File: src/hw/rtl/vfd_pkg.sv
`timescale 1ns / 1ps
// ----------------------------------------------------------------------------
// vfd_pkg: shared types and constants of the velocity freeze detector
// Field widths, register indexes, register reset values, control commands.
// ----------------------------------------------------------------------------
package vfd_pkg;

	localparam int WINDOW_DEPTH_DEF = 8;

	localparam int VEL_W    = 16;
	localparam int TIME_W   = 32;
	localparam int SPEED_W  = 16;
	localparam int CFG_W    = 16;
	localparam int CFG_IDX_W = 2;
	localparam int RAD_W    = 32;
	localparam int SQ_W     = 31;
	localparam int ROOT_STEPS = 16;

	localparam int IN_DATA_W  = 64;
	localparam int OUT_DATA_W = 56;

	localparam logic [CFG_IDX_W-1:0] REG_SPEED_LIMIT = 2'd0;
	localparam logic [CFG_IDX_W-1:0] REG_MIN_SECONDS = 2'd1;
	localparam logic [CFG_IDX_W-1:0] REG_MAX_SECONDS = 2'd2;
	localparam logic [CFG_IDX_W-1:0] REG_MOVING_THR  = 2'd3;

	localparam logic [CFG_W-1:0] SPEED_LIMIT_RST = 16'd256;
	localparam logic [CFG_W-1:0] MIN_SECONDS_RST = 16'd3;
	localparam logic [CFG_W-1:0] MAX_SECONDS_RST = 16'd30;
	localparam logic [CFG_W-1:0] MOVING_THR_RST  = 16'd512;

	// controller to datapath
	typedef struct packed {
		logic cap;   // capture input word
		logic mul;   // square both components
		logic add;   // form radicand, start root
		logic step;  // one root iteration
		logic upd;   // window, freeze analysis, load output
	} vfd_cmd_t;

endpackage

File: src/hw/rtl/vfd_ram.sv
`timescale 1ns / 1ps
// ----------------------------------------------------------------------------
// vfd_ram: generic single port RAM
// One write and one registered read per cycle.
// ----------------------------------------------------------------------------
module vfd_ram #(
	parameter int WIDTH = 16,
	parameter int DEPTH = 8
) (
	input  logic                                   clk,
	input  logic                                   we,
	input  logic [((DEPTH > 1) ? $clog2(DEPTH) : 1)-1:0] addr,
	input  logic [WIDTH-1:0]                       wdata,
	output logic [WIDTH-1:0]                       rdata
);

	logic [WIDTH-1:0] mem_q [DEPTH];

	always_ff @(posedge clk) begin
		if (we) begin
			mem_q[addr] <= wdata;
		end
		rdata <= mem_q[addr];
	end

endmodule

File: src/hw/rtl/vfd_ctrl.sv
`timescale 1ns / 1ps
// ----------------------------------------------------------------------------
// vfd_ctrl: sequencer of the velocity freeze detector
// Accepts a word, steps the datapath through squaring and the root, then
// loads the output register once it is free.
// ----------------------------------------------------------------------------
module vfd_ctrl import vfd_pkg::*; (
	input  logic     clk,
	input  logic     arst_n,
	input  logic     s_tvalid,
	output logic     s_tready,
	output logic     m_tvalid,
	input  logic     m_tready,
	output vfd_cmd_t cmd
);

	localparam logic [2:0] ST_IDLE = 3'd0;
	localparam logic [2:0] ST_MUL  = 3'd1;
	localparam logic [2:0] ST_ADD  = 3'd2;
	localparam logic [2:0] ST_ROOT = 3'd3;
	localparam logic [2:0] ST_UPD  = 3'd4;

	localparam int ITER_W = $clog2(ROOT_STEPS);
	localparam logic [ITER_W-1:0] ITER_LAST = ITER_W'(ROOT_STEPS - 1);

	logic [2:0]        state_q, state_d;
	logic [ITER_W-1:0] iter_q;
	logic              out_valid_q;
	logic              slot_free;

	assign slot_free = !out_valid_q || m_tready;
	assign s_tready  = (state_q == ST_IDLE);
	assign m_tvalid  = out_valid_q;

	always_comb begin
		cmd      = '0;
		state_d  = state_q;
		unique case (state_q)
			ST_IDLE: begin
				if (s_tvalid) begin
					cmd.cap = 1'b1;
					state_d = ST_MUL;
				end
			end
			ST_MUL: begin
				cmd.mul = 1'b1;
				state_d = ST_ADD;
			end
			ST_ADD: begin
				cmd.add = 1'b1;
				state_d = ST_ROOT;
			end
			ST_ROOT: begin
				cmd.step = 1'b1;
				if (iter_q == ITER_LAST) begin
					state_d = ST_UPD;
				end
			end
			ST_UPD: begin
				if (slot_free) begin
					cmd.upd = 1'b1;
					state_d = ST_IDLE;
				end
			end
			default: begin
				state_d = ST_IDLE;
			end
		endcase
	end

	always_ff @(posedge clk or negedge arst_n) begin
		if (!arst_n) begin
			state_q     <= ST_IDLE;
			iter_q      <= '0;
			out_valid_q <= 1'b0;
		end else begin
			state_q <= state_d;
			if (cmd.add) begin
				iter_q <= '0;
			end else if (cmd.step) begin
				iter_q <= iter_q + 1'b1;
			end
			if (cmd.upd) begin
				out_valid_q <= 1'b1;
			end else if (m_tready) begin
				out_valid_q <= 1'b0;
			end
		end
	end

	a_root_starts_at_zero: assert property (@(posedge clk) disable iff (!arst_n)
		cmd.add |=> (iter_q == '0 && state_q == ST_ROOT))
		else $error("root iteration count not cleared");

	a_upd_fills_slot: assert property (@(posedge clk) disable iff (!arst_n)
		cmd.upd |=> (out_valid_q && state_q == ST_IDLE))
		else $error("output word not presented after update");

	a_no_accept_while_busy: assert property (@(posedge clk) disable iff (!arst_n)
		(state_q != ST_IDLE) |-> !cmd.cap)
		else $error("input accepted while item in progress");

endmodule

File: src/hw/rtl/vfd_dpath.sv
`timescale 1ns / 1ps
// ----------------------------------------------------------------------------
// vfd_dpath: datapath of the velocity freeze detector
// Squares, bit-pair square root, speed window with running total,
// freeze timing and the output register.
// ----------------------------------------------------------------------------
module vfd_dpath import vfd_pkg::*; #(
	parameter int SPEED_WINDOW_DEPTH = WINDOW_DEPTH_DEF
) (
	input  logic                  clk,
	input  logic                  arst_n,
	input  vfd_cmd_t              cmd,
	input  logic [IN_DATA_W-1:0]  in_data,
	input  logic                  in_lost,
	input  logic                  cfg_we,
	input  logic [CFG_IDX_W-1:0]  cfg_index,
	input  logic [CFG_W-1:0]      cfg_data,
	output logic [OUT_DATA_W-1:0] out_data
);

	localparam int DEPTH  = SPEED_WINDOW_DEPTH;
	localparam int FILL_W = $clog2(DEPTH + 1);
	localparam int PTR_W  = (DEPTH > 1) ? $clog2(DEPTH) : 1;
	localparam int TOT_W  = SPEED_W + PTR_W;
	localparam logic [FILL_W-1:0] FILL_FULL = FILL_W'(DEPTH);
	localparam logic [PTR_W-1:0]  PTR_LAST  = PTR_W'(DEPTH - 1);
	localparam logic [TOT_W-1:0]  DEPTH_T   = TOT_W'(DEPTH);

	// configuration
	logic [CFG_W-1:0] limit_q, min_s_q, max_s_q, thr_q;

	always_ff @(posedge clk or negedge arst_n) begin
		if (!arst_n) begin
			limit_q <= SPEED_LIMIT_RST;
			min_s_q <= MIN_SECONDS_RST;
			max_s_q <= MAX_SECONDS_RST;
			thr_q   <= MOVING_THR_RST;
		end else if (cfg_we) begin
			unique case (cfg_index)
				REG_SPEED_LIMIT: limit_q <= cfg_data;
				REG_MIN_SECONDS: min_s_q <= cfg_data;
				REG_MAX_SECONDS: max_s_q <= cfg_data;
				REG_MOVING_THR:  thr_q   <= cfg_data;
				default: ;
			endcase
		end
	end

	// input capture and squaring
	logic [VEL_W-1:0]  vx_q, vy_q;
	logic [TIME_W-1:0] now_q;
	logic              lost_q;
	logic [VEL_W:0]    ax, ay;
	logic [2*VEL_W+1:0] px, py;
	logic [SQ_W-1:0]   sqx_q, sqy_q;

	assign ax = vx_q[VEL_W-1] ? ((VEL_W+1)'(1 << VEL_W) - {1'b0, vx_q}) : {1'b0, vx_q};
	assign ay = vy_q[VEL_W-1] ? ((VEL_W+1)'(1 << VEL_W) - {1'b0, vy_q}) : {1'b0, vy_q};
	assign px = (2*VEL_W+2)'(ax) * (2*VEL_W+2)'(ax);
	assign py = (2*VEL_W+2)'(ay) * (2*VEL_W+2)'(ay);

	always_ff @(posedge clk) begin
		if (cmd.cap) begin
			vx_q   <= in_data[15:0];
			vy_q   <= in_data[31:16];
			now_q  <= in_data[63:32];
			lost_q <= in_lost;
		end
		if (cmd.mul) begin
			sqx_q <= px[SQ_W-1:0];
			sqy_q <= py[SQ_W-1:0];
		end
	end

	// square root, one bit pair per cycle
	logic [RAD_W-1:0] rad_q, res_q, bit_q, trial;

	assign trial = res_q + bit_q;

	always_ff @(posedge clk) begin
		if (cmd.add) begin
			rad_q <= RAD_W'(sqx_q) + RAD_W'(sqy_q);
			res_q <= '0;
			bit_q <= RAD_W'(1) << 30;
		end else if (cmd.step) begin
			if (rad_q >= trial) begin
				rad_q <= rad_q - trial;
				res_q <= (res_q >> 1) + bit_q;
			end else begin
				res_q <= res_q >> 1;
			end
			bit_q <= bit_q >> 2;
		end
	end

	// speed window
	logic [SPEED_W-1:0] speed, old_speed;
	logic [TOT_W-1:0]   total_q, total_d, thr_scaled;
	logic [FILL_W-1:0]  fill_q;
	logic [PTR_W-1:0]   ptr_q;
	logic               full_now, analyse;

	assign speed = res_q[SPEED_W-1:0];

	vfd_ram #(
		.WIDTH (SPEED_W),
		.DEPTH (DEPTH)
	) u_window (
		.clk   (clk),
		.we    (cmd.upd),
		.addr  (ptr_q),
		.wdata (speed),
		.rdata (old_speed)
	);

	assign full_now   = (fill_q == FILL_FULL);
	assign analyse    = full_now || (fill_q == FILL_FULL - 1'b1);
	assign total_d    = (full_now ? (total_q - TOT_W'(old_speed)) : total_q) + TOT_W'(speed);
	assign thr_scaled = TOT_W'(thr_q) * DEPTH_T;

	// freeze analysis
	logic              frozen_q, proper_q, over_q, moving_q;
	logic [TIME_W-1:0] start_q, still_q;
	logic              frozen_d, proper_d, over_d, moving_d;
	logic [TIME_W-1:0] start_d, still_d, diff;
	logic              ev_f, ev_o, ev_u;

	assign diff = now_q - start_q;

	always_comb begin
		frozen_d = frozen_q;
		proper_d = proper_q;
		over_d   = over_q;
		moving_d = moving_q;
		start_d  = start_q;
		still_d  = still_q;
		ev_f     = 1'b0;
		ev_o     = 1'b0;
		ev_u     = 1'b0;
		if (analyse) begin
			if (speed < limit_q) begin
				if (!frozen_q) begin
					frozen_d = 1'b1;
					start_d  = now_q;
					still_d  = '0;
				end else begin
					still_d = diff;
					priority if (diff >= TIME_W'(min_s_q) && !proper_q && !lost_q) begin
						proper_d = 1'b1;
						ev_f     = 1'b1;
					end else if (diff >= TIME_W'(max_s_q) && !over_q && !lost_q) begin
						over_d = 1'b1;
						ev_o   = 1'b1;
					end
				end
			end else begin
				frozen_d = 1'b0;
				still_d  = '0;
				if (proper_q) begin
					proper_d = 1'b0;
					ev_u     = 1'b1;
				end
				over_d = 1'b0;
			end
			moving_d = (total_d >= thr_scaled);
		end
	end

	always_ff @(posedge clk or negedge arst_n) begin
		if (!arst_n) begin
			total_q  <= '0;
			fill_q   <= '0;
			ptr_q    <= '0;
			frozen_q <= 1'b0;
			proper_q <= 1'b0;
			over_q   <= 1'b0;
			moving_q <= 1'b0;
			start_q  <= '0;
			still_q  <= '0;
			out_data <= '0;
		end else if (cmd.upd) begin
			total_q  <= total_d;
			fill_q   <= full_now ? fill_q : fill_q + 1'b1;
			ptr_q    <= (ptr_q == PTR_LAST) ? '0 : ptr_q + 1'b1;
			frozen_q <= frozen_d;
			proper_q <= proper_d;
			over_q   <= over_d;
			moving_q <= moving_d;
			start_q  <= start_d;
			still_q  <= still_d;
			out_data <= {1'b0, ev_u, ev_o, ev_f, moving_d, over_d, proper_d,
				still_d, frozen_d, speed};
		end
	end

	a_flags_need_frozen: assert property (@(posedge clk) disable iff (!arst_n)
		(proper_q || over_q || still_q != '0) |-> frozen_q)
		else $error("freeze flags set while not frozen");

	a_fill_bounded: assert property (@(posedge clk) disable iff (!arst_n)
		fill_q <= FILL_FULL)
		else $error("window fill beyond depth");

	a_events_exclusive: assert property (@(posedge clk) disable iff (!arst_n)
		cmd.upd |=> $onehot0(out_data[54:52]))
		else $error("more than one event in one word");

endmodule

File: src/hw/rtl/velocity_freeze_detector.sv
`timescale 1ns / 1ps
// ----------------------------------------------------------------------------
// velocity_freeze_detector: speed from velocity, freeze and moving detection
//
// Input words arrive on s_tvalid/s_tready/s_tdata/s_tuser, one per tracked
// object update. Each gives one output word on m_tvalid/m_tready/m_tdata.
// Registers are to be written through cfg_we/cfg_index/cfg_data only while
// idle; the user must keep to this, the block itself does not enforce it.
// An accepted word passes a squaring step, an add step, the bit-pair square
// root and the update step, which raises m_tvalid. A new word is taken only
// after the previous one has been through update. A finished word waits in
// the output register while the next one is worked; a receiver stall holds
// the update step until the register frees. Reset clears the window fill,
// running total and freeze state and loads the register defaults; the first
// SPEED_WINDOW_DEPTH - 1 words only fill the window and carry no analysis.
// ----------------------------------------------------------------------------
module velocity_freeze_detector import vfd_pkg::*; #(
	parameter int SPEED_WINDOW_DEPTH = WINDOW_DEPTH_DEF
) (
	input  logic                  clk,
	input  logic                  arst_n,
	input  logic                  s_tvalid,
	output logic                  s_tready,
	// vel_x[15:0], vel_y[31:16], now_seconds[63:32]
	input  logic [IN_DATA_W-1:0]  s_tdata,
	// object_lost[0]
	input  logic                  s_tuser,
	output logic                  m_tvalid,
	input  logic                  m_tready,
	// speed[15:0], is_frozen[16], still_seconds[48:17], proper_freeze[49],
	// over_freeze[50], is_moving[51], freeze_event[52],
	// over_freeze_event[53], unfreeze_event[54], zero[55]
	output logic [OUT_DATA_W-1:0] m_tdata,
	input  logic                  cfg_we,
	input  logic [CFG_IDX_W-1:0]  cfg_index,
	input  logic [CFG_W-1:0]      cfg_data
);

	vfd_cmd_t cmd;

	vfd_ctrl u_ctrl (
		.clk      (clk),
		.arst_n   (arst_n),
		.s_tvalid (s_tvalid),
		.s_tready (s_tready),
		.m_tvalid (m_tvalid),
		.m_tready (m_tready),
		.cmd      (cmd)
	);

	vfd_dpath #(
		.SPEED_WINDOW_DEPTH (SPEED_WINDOW_DEPTH)
	) u_dpath (
		.clk       (clk),
		.arst_n    (arst_n),
		.cmd       (cmd),
		.in_data   (s_tdata),
		.in_lost   (s_tuser),
		.cfg_we    (cfg_we),
		.cfg_index (cfg_index),
		.cfg_data  (cfg_data),
		.out_data  (m_tdata)
	);

endmodule
File: config.mk
export PLATFORM = sky130hd
export DESIGN_NAME = velocity_freeze_detector
export DESIGN_NICKNAME = d
export VERILOG_FILES = /design/src/hw/rtl/vfd_pkg.sv /design/src/hw/rtl/vfd_ram.sv /design/src/hw/rtl/vfd_ctrl.sv /design/src/hw/rtl/vfd_dpath.sv /design/src/hw/rtl/velocity_freeze_detector.sv
export SDC_FILE = /design/constraint.sdc
export NUM_CORES = 2
export LEC_CHECK = 0
export ABC_CLOCK_PERIOD_IN_PS = 7950
export BUFFER_PORTS_ARGS = -buffer_cell sky130_fd_sc_hd__buf_4
export CORE_MARGIN = 4
export CORE_UTILIZATION = 58
export DETAILED_ROUTE_END_ITERATION = 8
export PLACE_DENSITY = 0.81
export SLEW_MARGIN = 0
export SYNTH_ARGS = -nofsm -noshare
export SYNTH_HDL_FRONTEND = slang
export SYNTH_SLANG_ARGS = --single-unit
export TNS_END_PERCENT = 10
File: constraint.sdc
create_clock -name clk -period 7.95 [get_ports clk]
set_input_delay 0.795 -clock clk [delete_from_list [all_inputs] [get_ports clk]]
set_output_delay 0.795 -clock clk [all_outputs]
set_load 0.05 [all_outputs]
==> insert_results.sql <==
INSERT INTO impl_metrics (metric_group, metric, value, unit) VALUES
('floorplanning', 'dieWidth', '284', 'um'),
('power', 'cellPowerDensity', '317', 'mW/mm^2'),
('floorplanning', 'design.die.area', '0.0808', 'mm^2'),
('setup_path', 'cp_data_arrival_time', '8070', 'ps'),
('drt', 'drc_markers', '0', ''),
('logic_synthesis', 'netlist-cell-type-count', '87', ''),
('sta', 'setup_tns', '0', 'ps'),
('placed_design', 'post-place-ws', '126', 'ps'),
('logic_synthesis', 'synth_compound_gate_area_share', '11.4', '%'),
('power', 'combPwrFrac', '56.3', '%'),
('logic_synthesis', 'post_synthesis_share_of_cell_area_spent_on_full_adders_half_adders_and_majority_gates', '29.1', '%'),
('setup_path', 'crit_type', 'register to register', ''),
('clocking', 'cts.sink_count', '534', ''),
('logic_synthesis', 'synth_seq_area_share', '32.7', '%'),
('floorplanning', 'floorplan.die.height', '284', 'um'),
('drt', 'wl_per_cell', '18.0', 'um'),
('final_layout', 'area.growth.synth_to_final', '10.8', '%'),
('clocking', 'tritoncts', 'built', ''),
('placed_design', 'finalWeightedCongestion', '0.908', ''),
('floorplanning', 'core.rowCount', '101', ''),
('drt', 'number_of_vias_after_detailed_routing', '32300', ''),
('global_routing', 'wire_length_of_the_first_global_routing_pass', '168000', 'um'),
('logic_synthesis', 'synth_warn', '0', ''),
('power', 'pwr-share-clk', '17.4', '%'),
('run', 'max_cap_check_violation_count', '0', ''),
('setup_path', 'worst_setup_path_start_kind', 'register', ''),
('sta', 'fin_worst_skew', '33.1', 'ps'),
('global_routing', 'vias_in_the_first_global_route', '33200', ''),
('floorplanning', 'start_util', '58.3', '%'),
('clocking', 'clk_pin_slew', '70', 'ps'),
('drt', 'drt-vias-per-instance', '5.70', ''),
('sta', 'rsz0062_at_grt', 'true', ''),
('logic_synthesis', 'synth_top_flop_cell', 'edfxtp_1', ''),
('power', 'switching_share', '41.6', '%'),
('sta', 'setup_viol', '0', ''),
('setup_path', 'critPathMaxFanout', '5', ''),
('final_layout', 'antenna_cells_inserted', '0', ''),
('placed_design', 'detailedPlacementHpwl', '78500', 'um'),
('drt', 'drt-pass1-iter-count', '6', ''),
('sta', 'worst_slack', '245', 'ps'),
('sta', 'tightest_pin_transition', '1180', 'ps'),
('global_routing', 'largest_net_degree_at_the_start_of_global_routing', '113', ''),
('setup_path', 'reg2reg_setup_slack', '250', 'ps'),
('power', 'power_leakage', '0.0235', 'uW'),
('floorplanning', 'floorplan.io_pins', '146', ''),
('global_routing', 'grt_overflow', '0', ''),
('power', 'power.internal', '9080', 'uW'),
('power', 'pwr-share-seq', '26.3', '%'),
('clocking', 'numCtsBuffers', '56', ''),
('placed_design', 'portBuffers', '144', ''),
('logic_synthesis', 'synth_area_per_cell', '10.0', 'um^2'),
('final_layout', 'nets', '5537', ''),
('drt', 'final_antenna_net_count', '0', ''),
('final_layout', 'final_util', '64.7', '%'),
('sta', 'finalWorstPathRequiredPeriod', '7700', 'ps'),
('drt', 'finalWirelength', '102000', 'um'),
('floorplanning', 'standard_cell_core_area', '0.0758', 'mm^2'),
('run_status', 'outcome', 'finished clean', ''),
('logic_synthesis', 'postSynthCellCount', '4420', ''),
('logic_synthesis', 'number_of_enable_flip_flop_cells_after_synthesis', '285', ''),
('logic_synthesis', 'syn_area', '0.0442', 'mm^2'),
('clocking', 'max-clock-path-buffers', '3', ''),
('setup_path', 'critical_path.endpoint_type', 'register', ''),
('power', 'power_switching', '6470', 'uW'),
('sta', 'hold_violations', '0', ''),
('clocking', 'ctsHtreeMaxLevel', '2', ''),
('power', 'final_power', '15500', 'uW'),
('logic_synthesis', 'synth_simple_gate_area_share', '10.5', '%'),
('drt', 'detail_route.iter0.violations', '2356', ''),
('logic_synthesis', 'xor_and_xnor_area_share_after_synthesis', '5.15', '%'),
('clocking', 'ctsRootBufferMaster', 'clkbuf_16', '');
[logic make-up after synthesis]
group	Yosys count
muxes	133
other	2
adders and majority gates	798
AOI/OAI and AO/OA	771
buffers and inverters	869
DFF	534
and+or+nand+nor	1053
xor gates and xnor gates	260
[registers in the layout, summed over array words and instances, names as in the netlist, 3 cells and up]
register,cells
u_dpath.ptr_q,3
u_dpath.out_data,24
u_dpath.thr_q,16
u_dpath.max_s_q,16
u_dpath.total_q,19
u_dpath.res_q,32
u_dpath.now_q,32
u_dpath.bit_q,16
u_dpath.limit_q,16
u_ctrl.state_q,3
u_dpath.vy_q,16
u_dpath.min_s_q,16
u_ctrl.iter_q,4
u_dpath.vx_q,16
u_dpath.sqy_q,30
u_dpath.sqx_q,30
u_dpath.still_q,31
u_dpath.u_window.mem_q,128
u_dpath.u_window.rdata,16
u_dpath.start_q,32
u_dpath.fill_q,4
u_dpath.rad_q,32
[final timing paths]
path | from | endpoint | cells past startpoint
max reg2reg | u_dpath.vx_q[2]$_DFFE_PP_ | u_dpath.sqx_q[29]$_DFFE_PP_ | 27
max in group asynchronous | arst_n | u_dpath.thr_q[5]$_DFFE_PN0P_ | 2
min in group clk | s_tdata[52] | u_dpath.now_q[20]$_DFFE_PP_ | 1
min reg2reg | u_dpath.out_data[6]$_DFFE_PN0P_ | u_dpath.out_data[6]$_DFFE_PN0P_ | 2
min | arst_n | u_dpath.still_q[20]$_DFFE_PN0P_ | 1
max | u_dpath.vx_q[2]$_DFFE_PP_ | u_dpath.sqx_q[29]$_DFFE_PP_ | 27
[layer usage]
metal  GRT usage, %  vias to the layer above  share of wire (%)
met5              0                        -                  0
met4           10.3                        0                4.6
met3           3.13                      255                5.5
met2           44.7                      987                 50
met1           32.1                    15900                 40
li1               -                    15200                  -
[cells in the mapped netlist (10+ instances only)]
library cell	number	share of area, %
a211oi_1	19	0.32
a21oi_1	185	2.1
nand2b_1	33	0.47
a22oi_1	11	0.19
mux2i_1	24	0.54
mux4_2	14	0.71
nand4_1	24	0.34
mux2_2	95	2.4
buf_1	10	0.085
dfxtp_1	64	2.9
a22o_1	22	0.44
dfrtp_1	177	10
xnor2_1	164	3.2
o21bai_1	33	0.56
nor2b_1	31	0.44
o21ai_0	178	2.0
nor3_1	52	0.59
ha_1	413	12
clkbuf_1	97	0.82
nand2_1	499	4.2
clkinv_1	11	0.093
a21boi_0	11	0.19
and2_1	14	0.20
nand3_1	62	0.70
or3_1	16	0.23
fa_1	385	17
xor2_1	96	1.9
a21o_1	85	1.4
nor4_1	11	0.16
a31oi_1	36	0.51
a211o_1	10	0.20
o21a_1	38	0.64
nor2_1	243	2.1
inv_1	738	6.3
o211ai_1	11	0.19
edfxtp_1	285	19
a31o_2	15	0.30
o31ai_1	35	0.59
and3_1	31	0.44
[cells in the final DEF (no fill, tap or decap), types with 61 or more instances in the layout]
| cell | synthesis | layout |
|---|---|---|
| buf_4 | 7 | 227 |
| edfxtp_1 | 285 | 285 |
| conb_1 | 2 | 67 |
| dfxtp_1 | 64 | 64 |
| o21ai_0 | 178 | 174 |
| dfrtp_1 | 177 | 177 |
| xnor2_1 | 164 | 164 |
| ha_1 | 413 | 412 |
| nand2_1 | 499 | 499 |
| xor2_1 | 96 | 95 |
| nand3_1 | 62 | 61 |
| nor2_1 | 243 | 240 |
| a21o_1 | 85 | 85 |
| inv_1 | 738 | 736 |
| mux2_2 | 95 | 95 |
| fa_1 | 385 | 385 |
| a21oi_1 | 185 | 183 |
[critical path, cell delays in order (launching register included)]
cell and delay [ps]:
edfxtp_1 430, nor2_1 180, nand4b_1 150, or3_1 380, inv_1 80, nand2_1 80
or4b_2 700, nand2b_1 200, buf_4 170, inv_1 100, fa_1 440, fa_1 510
fa_1 420, fa_1 460, fa_1 490, inv_1 50, fa_1 470, inv_1 40
ha_1 340, and2_1 180, o21ai_0 300, o31ai_4 140, o41ai_2 360, o21bai_1 120
a21o_1 200, a31o_2 220, a21oi_1 180, xnor2_1 80
[stage by stage]
step	cells	hold WS (ps)	area [um^2]
after floorplan	4485	424	44500
after global placement	5570	460	47000
after detailed placement	5570	465	47000
after CTS	5675	306	48900
after global routing	5676	317	49000
final	5676	287	49000
[power by group through the flow]
stage	sequential (uW)	combinational [uW]	clock, uW
2_1_floorplan	4060	6540	0
3_3_place_gp	4130	8240	0
3_5_place_dp	4140	8500	0
4_1_cts	4080	8590	2750
5_1_grt	4120	9860	2870
6_report	4090	8760	2700
[what timing repair did]
action | CTS | global route
setup endpoints to repair | 0 | 14
resized for setup | 0 | 26
setup buffers | 0 | 1
[layout make-up]
type	count	area [um^2]
tap	978	1220
fill	5822	26800
sequential	534	14500
timing repair buffer	228	1720
inverter	749	2820
clock buffer	72	1590
clock inverter	33	339
multi-input combinational	3082	26900
(Power assumes the default switching activity.)
